[config.mk]
export PLATFORM = sky130hd
export DESIGN_NAME = line_follow_steering
export DESIGN_NICKNAME = d
export VERILOG_FILES = /design/src/rtl/lfs_pkg.sv /design/src/rtl/lfs_cfg.sv /design/src/rtl/lfs_core.sv /design/src/rtl/line_follow_steering.sv
export VERILOG_INCLUDE_DIRS = /design/src /design/src/rtl
export SDC_FILE = /design/constraint.sdc
export NUM_CORES = 1
export LEC_CHECK = 0
export ABC_AREA = 1
export BUFFER_PORTS_ARGS = -buffer_cell sky130_fd_sc_hd__buf_2
export CORE_MARGIN = 10
export CORE_UTILIZATION = 35
export CTS_CLUSTER_DIAMETER = 80
export CTS_CLUSTER_SIZE = 25
export DETAILED_ROUTE_END_ITERATION = 6
export GPL_TIMING_DRIVEN = 0
export PLACE_DENSITY = 0.65
export SETUP_SLACK_MARGIN = 0.3
export SLEW_MARGIN = 40
export SYNTH_ARGS = -nofsm -noshare
export SYNTH_HDL_FRONTEND = slang
export SYNTH_SLANG_ARGS = --single-unit
[constraint.sdc]
create_clock -name clk -period 6.2 [get_ports clk]
set_input_delay 1.24 -clock clk [delete_from_list [all_inputs] [get_ports clk]]
set_output_delay 1.24 -clock clk [all_outputs]
set_load 0.005 [all_outputs]
[src/rtl/line_follow_steering_macros.svh]
// assertion macros for the line follower steering block
// needs clk and rst in the scope where a macro is used
`ifndef LINE_FOLLOW_STEERING_MACROS_SVH
`define LINE_FOLLOW_STEERING_MACROS_SVH

// implication checked on every clock outside reset
`define LFS_ASSERT_IMP(label, ante, cons, msg) \
  label: assert property (@(posedge clk) disable iff (rst) (ante) |-> (cons)) \
    else $error(msg);

// condition that holds on every clock outside reset
`define LFS_ASSERT_ALWAYS(label, cond, msg) \
  label: assert property (@(posedge clk) disable iff (rst) (cond)) \
    else $error(msg);

`endif

[src/rtl/lfs_pkg.sv]
// shared types and constants for the line follower steering block
// no dependencies
package lfs_pkg;

  localparam int SpeedW = 7;
  localparam int DriveW = 8;
  localparam int ModeW  = 2;
  localparam int GradeW = 3;

  localparam logic [SpeedW-1:0] SPEED_RESET = 7'd30;
  localparam logic [SpeedW-1:0] SPEED_MIN   = 7'd10;
  localparam logic [SpeedW-1:0] SPEED_MAX   = 7'd80;

  localparam logic [ModeW-1:0] MODE_SEARCHING = 2'd0;
  localparam logic [ModeW-1:0] MODE_CENTRED   = 2'd1;
  localparam logic [ModeW-1:0] MODE_TRACKING  = 2'd2;

  // register index of base_speed
  localparam logic REG_BASE_SPEED = 1'b0;

  typedef logic signed [DriveW-1:0] drive_t;
  typedef logic signed [GradeW-1:0] grade_t;

  typedef struct packed {
    logic [ModeW-1:0] track_mode;
    drive_t           right_drive;
    drive_t           left_drive;
  } lfs_result_t;

  // speed offset for a turn grade magnitude
  function automatic drive_t grade_delta(input logic [1:0] mag);
    drive_t d;
    case (mag)
      2'd1:    d = 8'sd5;
      2'd2:    d = 8'sd8;
      2'd3:    d = 8'sd10;
      default: d = 8'sd0;
    endcase
    return d;
  endfunction

endpackage

[src/rtl/lfs_cfg.sv]
// configuration register file: base speed with write clamping
// depends on lfs_pkg
module lfs_cfg
  import lfs_pkg::*;
(
  input  logic              clk,
  input  logic              rst,
  input  logic              psel,
  input  logic              penable,
  input  logic              pwrite,
  input  logic [2:0]        paddr,
  input  logic [31:0]       pwdata,
  output logic [31:0]       prdata,
  output logic              pready,
  output logic [SpeedW-1:0] base_speed
);

  logic              wr_en;
  logic [SpeedW-1:0] wr_value;
  logic [SpeedW-1:0] base_speed_next;

  assign pready   = 1'b1;
  assign wr_en    = psel && penable && pwrite && pready && (paddr[2] == REG_BASE_SPEED);
  assign wr_value = pwdata[SpeedW-1:0];

  always_comb begin
    if (wr_value < SPEED_MIN) begin
      base_speed_next = SPEED_MIN;
    end else if (wr_value > SPEED_MAX) begin
      base_speed_next = SPEED_MAX;
    end else begin
      base_speed_next = wr_value;
    end
  end

  always_ff @(posedge clk) begin
    if (rst) begin
      base_speed <= SPEED_RESET;
    end else if (wr_en) begin
      base_speed <= base_speed_next;
    end
  end

  assign prdata = (paddr[2] == REG_BASE_SPEED) ? {{(32-SpeedW){1'b0}}, base_speed} : 32'd0;

endmodule

[src/rtl/lfs_core.sv]
// sensor register, pattern match, drive calculation and result register
// depends on lfs_pkg
module lfs_core
  import lfs_pkg::*;
(
  input  logic              clk,
  input  logic              rst,
  input  logic [SpeedW-1:0] base_speed,
  input  logic              in_valid,
  output logic              in_ready,
  input  logic [7:0]        sensor_bits,
  output logic              res_valid,
  input  logic              res_ready,
  output lfs_result_t       result
);

  logic        stg_valid;
  logic [7:0]  stg_bits;
  logic        advance;
  logic [7:0]  pattern;
  logic        matched;
  grade_t      grade;
  grade_t      last_grade;
  grade_t      grade_next;
  logic [1:0]  mag;
  drive_t      delta;
  drive_t      speed;
  lfs_result_t result_next;

  assign advance  = !res_valid || res_ready;
  assign in_ready = !stg_valid || advance;

  always_ff @(posedge clk) begin
    if (rst) begin
      stg_valid <= 1'b0;
    end else if (in_ready) begin
      stg_valid <= in_valid;
    end
  end

  always_ff @(posedge clk) begin
    if (in_valid && in_ready) begin
      stg_bits <= sensor_bits;
    end
  end

  // sensor polarity inverted: 0 marks black
  assign pattern = ~stg_bits;

  always_comb begin
    matched = 1'b1;
    grade   = 3'sd0;
    unique case (pattern) inside
      8'hEF, 8'hE7, 8'hF7: grade = 3'sd0;
      8'hF3, 8'hFB:        grade = 3'sd1;
      8'hF9, 8'hFD:        grade = 3'sd2;
      8'hFC, 8'hFE:        grade = 3'sd3;
      8'hCF, 8'hDF:        grade = -3'sd1;
      8'h9F, 8'hBF:        grade = -3'sd2;
      8'h3F, 8'h7F:        grade = -3'sd3;
      default:             matched = 1'b0;
    endcase
  end

  assign mag   = grade[GradeW-1] ? 2'(-grade) : grade[1:0];
  assign delta = grade_delta(mag);
  assign speed = drive_t'({1'b0, base_speed});

  always_comb begin
    grade_next  = last_grade;
    result_next = '0;
    if (matched) begin
      grade_next = grade;
      if (grade == 3'sd0) begin
        result_next.left_drive  = speed;
        result_next.right_drive = speed;
        result_next.track_mode  = MODE_CENTRED;
      end else if (!grade[GradeW-1]) begin
        result_next.left_drive  = speed + delta;
        result_next.right_drive = speed - delta;
        result_next.track_mode  = MODE_TRACKING;
      end else begin
        result_next.left_drive  = speed - delta;
        result_next.right_drive = speed + delta;
        result_next.track_mode  = MODE_TRACKING;
      end
    end else begin
      // lost the line: harder turn towards the last side seen
      result_next.track_mode = MODE_SEARCHING;
      case (last_grade)
        3'sd3: begin
          result_next.left_drive  = speed + 8'sd10;
          result_next.right_drive = -8'sd10;
        end
        3'sd2: begin
          result_next.left_drive  = speed + 8'sd8;
          result_next.right_drive = -8'sd5;
        end
        3'sd1: begin
          result_next.left_drive  = speed + 8'sd5;
          result_next.right_drive = 8'sd0;
        end
        -3'sd1: begin
          result_next.left_drive  = 8'sd0;
          result_next.right_drive = speed + 8'sd5;
        end
        -3'sd2: begin
          result_next.left_drive  = -8'sd5;
          result_next.right_drive = speed + 8'sd8;
        end
        -3'sd3: begin
          result_next.left_drive  = -8'sd10;
          result_next.right_drive = speed + 8'sd10;
        end
        default: begin
          result_next.left_drive  = speed;
          result_next.right_drive = speed;
        end
      endcase
    end
  end

  always_ff @(posedge clk) begin
    if (rst) begin
      res_valid  <= 1'b0;
      last_grade <= 3'sd0;
    end else if (advance) begin
      res_valid <= stg_valid;
      if (stg_valid) begin
        last_grade <= grade_next;
      end
    end
  end

  always_ff @(posedge clk) begin
    if (advance && stg_valid) begin
      result <= result_next;
    end
  end

endmodule

[src/rtl/line_follow_steering.sv]
// line follower steering block: sensor word in, motor drive word out
// depends on lfs_pkg, lfs_cfg, lfs_core and line_follow_steering_macros.svh
//
// usage
//   slave stream: one word per raw gray sensor byte (1 = black under sensor)
//   master stream: one word per sensor word, carrying left and right motor
//   commands (signed) and the tracking mode (searching, centred, tracking)
//   apb port: base_speed at byte address 0, writes clamped into 10..80
// timing
//   path: an accepted word moves from the sensor register through the pattern match
//   into the result register, and m_tvalid rises once the word is in the result register
//   throughput is one word per cycle while m_tready is high; the sensor register and the result
//   register form a two-entry pipeline, so a new word is taken while a
//   finished result still waits on the master side
// reset
//   both pipeline stages empty, base_speed back to 30, remembered turn
//   grade back to straight ahead
// stall
//   when m_tready is low the result holds; the sensor stage still takes one
//   more word, then s_tready drops until the result is taken
module line_follow_steering
  import lfs_pkg::*;
(
  input  logic        clk,
  input  logic        rst,
  // slave stream
  input  logic        s_tvalid,
  output logic        s_tready,
  input  logic [7:0]  s_tdata,   // [7:0] sensor_bits
  // master stream
  output logic        m_tvalid,
  input  logic        m_tready,
  output logic [23:0] m_tdata,   // [7:0] left_drive, [15:8] right_drive, [17:16] track_mode
  // apb configuration port
  input  logic        psel,
  input  logic        penable,
  input  logic        pwrite,
  input  logic [2:0]  paddr,
  input  logic [31:0] pwdata,
  output logic [31:0] prdata,
  output logic        pready
);

  `include "line_follow_steering_macros.svh"

  logic [SpeedW-1:0] base_speed;
  lfs_result_t       result;

  // register file
  lfs_cfg u_cfg (
    .clk        (clk),
    .rst        (rst),
    .psel       (psel),
    .penable    (penable),
    .pwrite     (pwrite),
    .paddr      (paddr),
    .pwdata     (pwdata),
    .prdata     (prdata),
    .pready     (pready),
    .base_speed (base_speed)
  );

  // steering datapath
  lfs_core u_core (
    .clk         (clk),
    .rst         (rst),
    .base_speed  (base_speed),
    .in_valid    (s_tvalid),
    .in_ready    (s_tready),
    .sensor_bits (s_tdata),
    .res_valid   (m_tvalid),
    .res_ready   (m_tready),
    .result      (result)
  );

  // pack the result word, left drive in the lowest byte
  assign m_tdata = {6'd0, result.track_mode, result.right_drive, result.left_drive};

  // clamped speed never leaves its range
  `LFS_ASSERT_ALWAYS(a_speed_range, (base_speed >= SPEED_MIN) && (base_speed <= SPEED_MAX), "base speed out of range")

  // centred output drives both motors alike
  `LFS_ASSERT_IMP(a_centred_even, m_tvalid && (result.track_mode == MODE_CENTRED), result.left_drive == result.right_drive, "centred result with unequal drive")

  // tracking output always turns
  `LFS_ASSERT_IMP(a_tracking_turns, m_tvalid && (result.track_mode == MODE_TRACKING), result.left_drive != result.right_drive, "tracking result without a turn")

endmodule

**After elaboration in Yosys (flattened, before gate mapping)**

Cells that the tools add are included.
Widths: inputs -> output; s select.

- Mux-type cells: 11
- Add/subtract/negate cells: 6
- Equal/unequal tests: 24
- Bitwise operators: 3
- Order comparisons: 2
- Reduce and logical (&&, ||, !) cells: 19

Operators with widths:

| cell | number |
|---|---|
| $eq 8x8->1 const B | 13 |
| $pmux 16 s6 | 1 |
| $mux 16 | 2 |
| $mux 7 | 3 |
| $pmux 3 s6 | 1 |
| $mux 17 | 1 |
| $add 7x4->8 const B | 2 |
| $reduce_or 15->1 | 1 |
| $reduce_or 2->1 | 7 |
| $pmux 4 s3 | 1 |
| $eq 3x3->1 const B | 3 |
| $add 7x3->8 const B | 1 |
| $add 7x4->8 | 1 |
| $eq 8x6->1 const B | 1 |
| $eq 8x7->1 const B | 1 |
| $not 8->8 | 1 |
| $sub 7x4->8 | 1 |
| $gt 7x7->1 const B | 1 |
| $lt 7x4->1 const B | 1 |
| $eq 3x2->1 const B | 2 |
| $logic_and 1x1->1 | 5 |
| $eq 2x2->1 const B | 2 |
| $eq 3x1->1 const B | 1 |
| $logic_not 3->1 | 1 |
| other kinds (8) | 11 |

- Input bits: 50
- Output and inout port bits: 59
- Word-level logic and storage cells: 74
- Register bits after elaboration: 38

**Logic depth before layout (Yosys ltp)**

Gate-level depths: netlist of run 1.

- Depth in word-level cells: 12
- Mapped depth: 24
- Mapped depth without buffers: 23

**Hierarchy**

A second synthesis of run 1 with hierarchy kept.

- Cell total of the unflattened synthesis: 556
- Area total of the unflattened synthesis: 3681.0 um2

Modules (own cells, without submodules):

| module | sequential area each (um2) | area each (um2) | cells an instance | times used |
|---|---|---|---|---|
| lfs_core | 880.8 | 2980.4 | 452 | 1 |
| lfs_cfg | 140.1 | 651.9 | 97 | 1 |
| line_follow_steering | 0.0 | 48.8 | 7 | 1 |

**Worst setup path after synthesis of run 1**

OpenSTA, ideal clock, no wires.

- Kind: flip-flop to flip-flop
- Start point: register u_core.stg_bits[3]
- End point: register, netlist name u_core.result[6]
- Stages on the path, launching flop included: 24
- Library setup time: 252 ps
- Slack: 3119 ps
- Required time: 5948 ps
- Period minus slack after synthesis: 3081 ps
- Path buffers: 0
- Arrival time: 2829 ps
- Path through: edfxtp_1 -> nor2_1 -> nand2_4 -> nor2_2 -> inv_1 -> nand4_1 -> inv_1 -> ha_1 -> nand2_1 -> nand2_1 -> nor2_1 -> ha_1 -> inv_1 -> fa_1 -> nand2_1 -> nand2_1 -> o21ai_0 -> nand2_1 -> nand2_1 -> nand2_1 -> nand2_1 -> nand3_1 -> nand2_1 -> nand2_1

RTL lines:

| item | line | text |
|---|---|---|
| from (decl) | lfs_core.sv:18 | `logic [7:0] stg_bits;` |
| from (signal assigned) | lfs_core.sv:43 | `stg_bits <= sensor_bits;` |

==> impl_metrics.tcl, run 1 <==
set metrics [dict create \
    drt-pass1-iter-count 6 \
    synthSimpleGateAreaFrac_pct 37.4 \
    clkTransAtPathRegs_ns 0.08 \
    powerDensity_nw_per_um2 151 \
    critPathMaxStageDelay_ns 0.44 \
    finalCritPeriodShare_pct 58.7 \
    postCtsSetupBuffers 0 \
    slew_headroom_pct 57.6 \
    ys_types 34 \
    synthArstFlopShare_pct 0 \
    synth_mux_area_share_pct 0 \
    startpoint_type "flip-flop" \
    post_drt_wl_per_cell_um 14.3 \
    path_common_cell "nand2_1" \
    irDropWorstVdd_v 0.0000698 \
    cts_tree "built" \
    grt_pass1_wl_um 16400 \
    synth_cells 521 \
    dpl.cell_count 731 \
    gp_congestion 0.931 \
    synth_area_leader_cell "edfxtp_1" \
    grt_overflow 0 \
    yosys-top-cells-count "132 x nand2_1, 76 x nor2_1, 59 x nand3_1, 55 x inv_1, 35 x buf_4" \
    critPathTopFamily "simple AND/OR/NAND/NOR gates" \
    cts.htree.levels 2 \
    routed_wirelength_um 10600 \
    arrival_ns 3.69 \
    drv_cap 0 \
    fin_nets 672 \
    synth_area_leaders "edfxtp_1 22%, nand2_1 14%, nand3_1 8.5%, nor2_1 8.2%, buf_4 7.5%" \
    yosys_most_used_dff "edfxtp_1" \
    rows 36 \
    p_leak_nw 2.01 \
    synth.avg_cell_area_um2 6.68 \
    clockBufferDepth 2 \
    via_count 3485 \
    setup-tns-final_ns 0 \
    synth_area_um2 3480 \
    die_area_um2 14300 \
    synth-adder-area-share_pct 6.54 \
    layoutNonFillerInstCount 739 \
    yosysSeqAreaShare_pct 29.3 \
    antenna_cells 0 \
    track_usage_pct 14.1 \
    rsz0062_at_grt "false" \
    die_w_um 120 \
    drive_gt1_share_pct 20.5 \
    fin_skew_ns 0.00964 \
    cts_resized 0 \
    fin_crit_ns 3.64 \
    via_per_inst 4.72 \
    place_hpwl_um 8580 \
    yosysWarnings 0 \
    path_buf_inv 3 \
    clk_latency_ns 0.30 \
    drc 0 \
    synth_top_area_share_pct 22.4 \
    critPathKind "flip-flop to flip-flop" \
    fmax_mhz 275 \
    initial_core_util_pct 35.8 \
    nFillCells 1044 \
    worst_slew_pin_slew_ns 0.634 \
    endpoint_kind "flip-flop" \
    cts.sinks 38 \
    grt_pass1_vias 3237 \
    status "finished clean" \
    finalHoldViolCount 0 \
    seq_area_um2 1020 \
    synth_most_common_cell "nand2_1" \
    core_area_um2 9730 \
    io_pins 109 \
    hold_class "flip-flop to flip-flop" \
    antenna_found_initial 0 \
    synth_top_family_by_area "simple AND/OR/NAND/NOR gates" \
    slew_viol_final 0 \
    drt_iter0_markers 286 \
    grt_max_degree 23 \
    critPathRequiredTime_ns 6.25 \
    synth_compound_gate_area_share_pct 9.05 \
    postCtsHoldBufs 0 \
    critPathMaxFanout 4 \
    setup_viol 0 \
    synthXorXnorAreaFrac_pct 2.26 \
    synth_edf_count 26 \
    multi_input_area_um2 2050 \
    synth-seq-cells 38 \
    io_buffers 47 \
    cts_inserted_buffers 5 \
    ant_nets 0 \
    area_delta_synth_final_pct 18.6 \
    chipHeight_um 120 \
    cp_slowest_cell "edfxtp_1" \
    crit_chain "nor2_1 -> nand2_4 -> nor2_2 -> inv_1 -> nand4_1 -> inv_1 -> ha_1 -> nand2_1 -> nand2_1 -> nor2_1 -> ha_1 -> inv_1 -> fa_1 -> nand2_1 -> nand2_1 -> o21ai_0 -> nand2_1 -> nand2_1 -> nand2_1 -> nand2_1 -> nand3_1 -> nand2_1 -> nand2_1" \
    cts_root_buf "clkbuf_8" \
]
## layout by cell type, fill, tap and decap left out, drive strengths merged
cell type  count
nor2          85
o221ai         1
edfxtp        26
dfxtp         12
clkinv         1
o31ai          1
nand2        140
nor3           2
or2            1
xnor2          1
conb          32
and2           1
o22ai          1
a21oi         20
clkbuf         9
o2111ai        2
nand4         12
ha            15
nand3         59
xor2           8
inv           58
o211ai         7
o21ai         20
o21bai         1
buf           89
fa             2
## path summary, 6_finish.rpt
check | depth (start not counted) | from | slack (ns) | endpoint
setup / recovery | 23 | u_core.stg_bits[3]$_DFFE_PP_ | 2.56 | u_core.result[6]$_DFFE_PP_
hold reg to reg | 2 | u_core.stg_valid$_SDFFE_PP0N_ | 0.50 | u_core.res_valid$_SDFFE_PP0N_
setup reg to reg | 23 | u_core.stg_bits[3]$_DFFE_PP_ | 2.56 | u_core.result[6]$_DFFE_PP_
hold / removal | 2 | u_core.stg_valid$_SDFFE_PP0N_ | 0.50 | u_core.res_valid$_SDFFE_PP0N_
## metal layers
metal / vias to the layer above / GRT usage (%) / part of all wire, %
li1: 1791 / - / -
met1: 1550 / 17.1 / 43
met2: 125 / 24.0 / 47
met3: 19 / 3.47 / 6.6
met4: 0 / 4.30 / 2.7
met5: - / 0 / 0
## kinds of logic (layout without fill, tap and decap cells)
group | after synthesis | count (layout)
simple gates | 300 | 300
buf+inv | 102 | 157
compound gates | 53 | 53
flops | 38 | 38
fa+ha+maj | 17 | 17
xor+xnor | 9 | 9
other cells | 2 | 32
## worst min-delay path, cell delays in order, from the launching register on
cell and delay, ns:
dfxtp_1 0.35, nor2_1 0.05, nor2_1 0.07
## power breakdown
part	switching, mW	total [mW]	leakage, nW	internal [mW]
combinational	0.0692	0.115	1.61	0.0454
sequential	0.00605	0.288	0.333	0.282
clock	0.0946	0.223	0.0647	0.129
## flip-flops by register name, summed over array words and instances (netlist names)
register and flops:
u_core.result 18, u_core.stg_bits 8, u_cfg.base_speed 7, u_core.last_grade 3, u_core.res_valid 1, u_core.stg_valid 1
## through the flow
stage	hold slack, ns	worst slack [ns]	instance area (um2)	util (%)	power, mW
finish	0.504	2.56	4130	42.5	0.626
global route	0.547	2.18	4130	42.5	0.654
global placement	0.477	2.69	4000	41.1	0.404
CTS	0.509	2.58	4130	42.5	0.628
floorplan	0.463	3.12	3590	-	0.372
detailed placement	0.488	2.61	4000	41.2	0.406
## area by class of cell
class / instances / area share, %
buffer: 44 / 7.54
clock buffer: 7 / 2.88
clock inverter: 1 / 0.212
inverter: 58 / 5.27
multi-input combinational: 411 / 49.7
sequential: 38 / 24.7
tap: 133 / 4.03
timing repair buffer: 47 / 5.69
(Power assumes the default switching activity.)
==> inputs of run 2 (changes only) <==
==> constraint.sdc (replaced) <==
create_clock -name clk -period 3.6 [get_ports clk]
set_input_delay 0.72 -clock clk [delete_from_list [all_inputs] [get_ports clk]]
set_output_delay 0.72 -clock clk [all_outputs]
set_load 0.005 [all_outputs]
==> run 2 against run 1 <==
Setup slack worse by 2.2 ns. Die area unchanged. Critical path depth stayed put. Clock power increased by 73%. Global-route usage about the same. Non-clock buffer count rose by 6. Critical path type unchanged. Highest routed layer unchanged.
==> impl_metrics.tcl, run 2 (synthesized netlist as in run 1, its figures left out) <==
set metrics [dict create \
    min_from "u_core.stg_valid$_SDFFE_PP0N_" \
    whs_ns 0.505 \
    wl_met3_um 839 \
    cts_tree "built" \
    via_count 3629 \
    drt-pass1-iter-count 5 \
    post_drt_wl_per_cell_um 14.6 \
    die_w_um 120 \
    regToRegEndpoint "u_core.result[6]$_DFFE_PP_" \
    cts_root_buf "clkbuf_8" \
    critPathRequiredTime_ns 3.65 \
    layout_common_cells "124 x nand2_1, 70 x nor2_1, 58 x nand3_1" \
    multi_input_area_um2 2200 \
    setup_viol 0 \
    finalHoldViolCount 0 \
    drc 0 \
    track_usage_pct 14.1 \
    finalCritPeriodShare_pct 88.9 \
    critPathMaxFanout 4 \
    final_common_cell "nand2_1" \
    powerDensity_nw_per_um2 253 \
    place_hpwl_um 8580 \
    grt_pass1_vias 3250 \
    r2r_cells 23 \
    cts_inserted_buffers 5 \
    reg_top3 "u_core.result x18, u_core.stg_bits x8, u_cfg.base_speed x7" \
    area_delta_synth_final_pct 24.5 \
    chipHeight_um 120 \
    clk_latency_ns 0.30 \
    r2r_slack_ns 0.40 \
    startpoint_type "flip-flop" \
    finalPower_mw 1.10 \
    rows 36 \
    seq_area_um2 1020 \
    ant_nets 0 \
    irDropWorstVdd_v 0.000123 \
    critPathKind "flip-flop to flip-flop" \
    rsz0062_at_grt "true" \
    slew_viol_final 0 \
    grt_overflow 0 \
    antenna_cells 0 \
    worst_slew_pin_slew_ns 0.634 \
    routed_wirelength_um 10900 \
    drv_cap 0 \
    r2r_start "u_core.stg_bits[2]$_DFFE_PP_" \
    hold_class "flip-flop to flip-flop" \
    io_buffers 47 \
    layoutNonFillerInstCount 745 \
    dpl.cell_count 731 \
    clockBufferDepth 2 \
    routedLengthMet1_um 4490 \
    cts.htree.levels 2 \
    fin_nets 678 \
    drt_iter0_markers 397 \
    gp_congestion 0.931 \
    setup-tns-final_ns 0 \
    status "finished clean" \
    antenna_found_initial 0 \
    largest_register_ffs 18 \
    hold_end "u_core.res_valid$_SDFFE_PP0N_" \
    arrival_ns 3.25 \
    fmax_mhz 313 \
    fin_crit_ns 3.20 \
    fin_skew_ns 0.0119 \
    grt_max_degree 23 \
    nFillCells 1028 \
    drive_gt1_share_pct 25.7 \
    p_leak_nw 2.09 \
    dr.max_layer_used "met4" \
    initial_core_util_pct 35.8 \
    layout_setup_ws_ns 0.401 \
    largest-register "u_core.result" \
    clkTransAtPathRegs_ns 0.09 \
    core_area_um2 9730 \
    cts.sinks 38 \
    holdPathStages 2 \
    post-place-ws_ns 0.00692 \
    endpoint_kind "flip-flop" \
    via_per_inst 4.87 \
    route.met2.wl_um 5290 \
    grt_pass1_wl_um 16500 \
    slew_headroom_pct 57.6 \
    io_pins 109 \
    die_area_um2 14300 \
]
## run 2: layout make-up
class                      instances  area share, %
buffer                            44           7.33
clock buffer                       7           2.74
clock inverter                     1          0.202
inverter                          58           5.11
multi-input combinational        411           50.8
sequential                        38           23.5
tap                              133           3.84
timing repair buffer              53           6.46
## run 2: through the flow
stage / cell area, um2 / utilization [%]
final: 4340 / 44.6
after floorplan: 3590 / -
after detailed placement: 4000 / 41.2
after global placement: 4000 / 41.1
after CTS: 4170 / 42.9
after global routing: 4340 / 44.6
## run 2: what timing repair did
item / in CTS / in global routing
pin swaps: 2 / 15
endpoints found under the setup margin: 12 / 14
buffers inserted: 1 / 5
cloned: 0 / 0
hold buffers: 0 / 0
gates resized for setup: 10 / 34
## run 2: power breakdown
| part | switching, mW | internal, mW |
|---|---|---|
| combinational | 0.126 | 0.0872 |
| clock | 0.163 | 0.222 |
| sequential | 0.0123 | 0.485 |
## run 2: worst max-delay path, cell delays in order (launching register included)
cell	delay, ns
edfxtp_1	0.46
nor2_2	0.19
nand2_4	0.10
nor2_4	0.13
inv_2	0.04
nand4_1	0.11
inv_1	0.08
ha_4	0.22
nand2_4	0.06
nand2_4	0.06
nor2_4	0.18
ha_2	0.20
inv_2	0.04
fa_2	0.38
nand2_2	0.09
nand2_2	0.07
o21ai_4	0.09
nand2_1	0.07
nand2_1	0.08
nand2_1	0.05
nand2_1	0.05
nand3_1	0.07
nand2_1	0.06
nand2_1	0.05
## run 2: worst max-delay path by stage
stage | slack [ns] | start | endpoint | cells past startpoint
2_1_floorplan | 0.52 | u_core.stg_bits[3]$_DFFE_PP_ | u_core.result[6]$_DFFE_PP_ | 23
3_3_place_gp | 0.09 | u_core.stg_bits[3]$_DFFE_PP_ | u_core.result[6]$_DFFE_PP_ | 23
3_5_place_dp | 0.007 | u_core.stg_bits[3]$_DFFE_PP_ | u_core.result[6]$_DFFE_PP_ | 23
4_1_cts | 0.33 | u_core.stg_bits[5]$_DFFE_PP_ | u_core.result[4]$_DFFE_PP_ | 21
5_1_grt | 0.23 | u_core.stg_bits[2]$_DFFE_PP_ | u_core.result[6]$_DFFE_PP_ | 23
6_report | 0.40 | u_core.stg_bits[2]$_DFFE_PP_ | u_core.result[6]$_DFFE_PP_ | 23
## run 2: per-layer routing
layer | vias up | global-route usage, %
met3 | 20 | 3.52
met4 | 0 | 4.60
li1 | 1801 | -
met1 | 1637 | 17.1
met2 | 171 | 23.9
met5 | - | 0
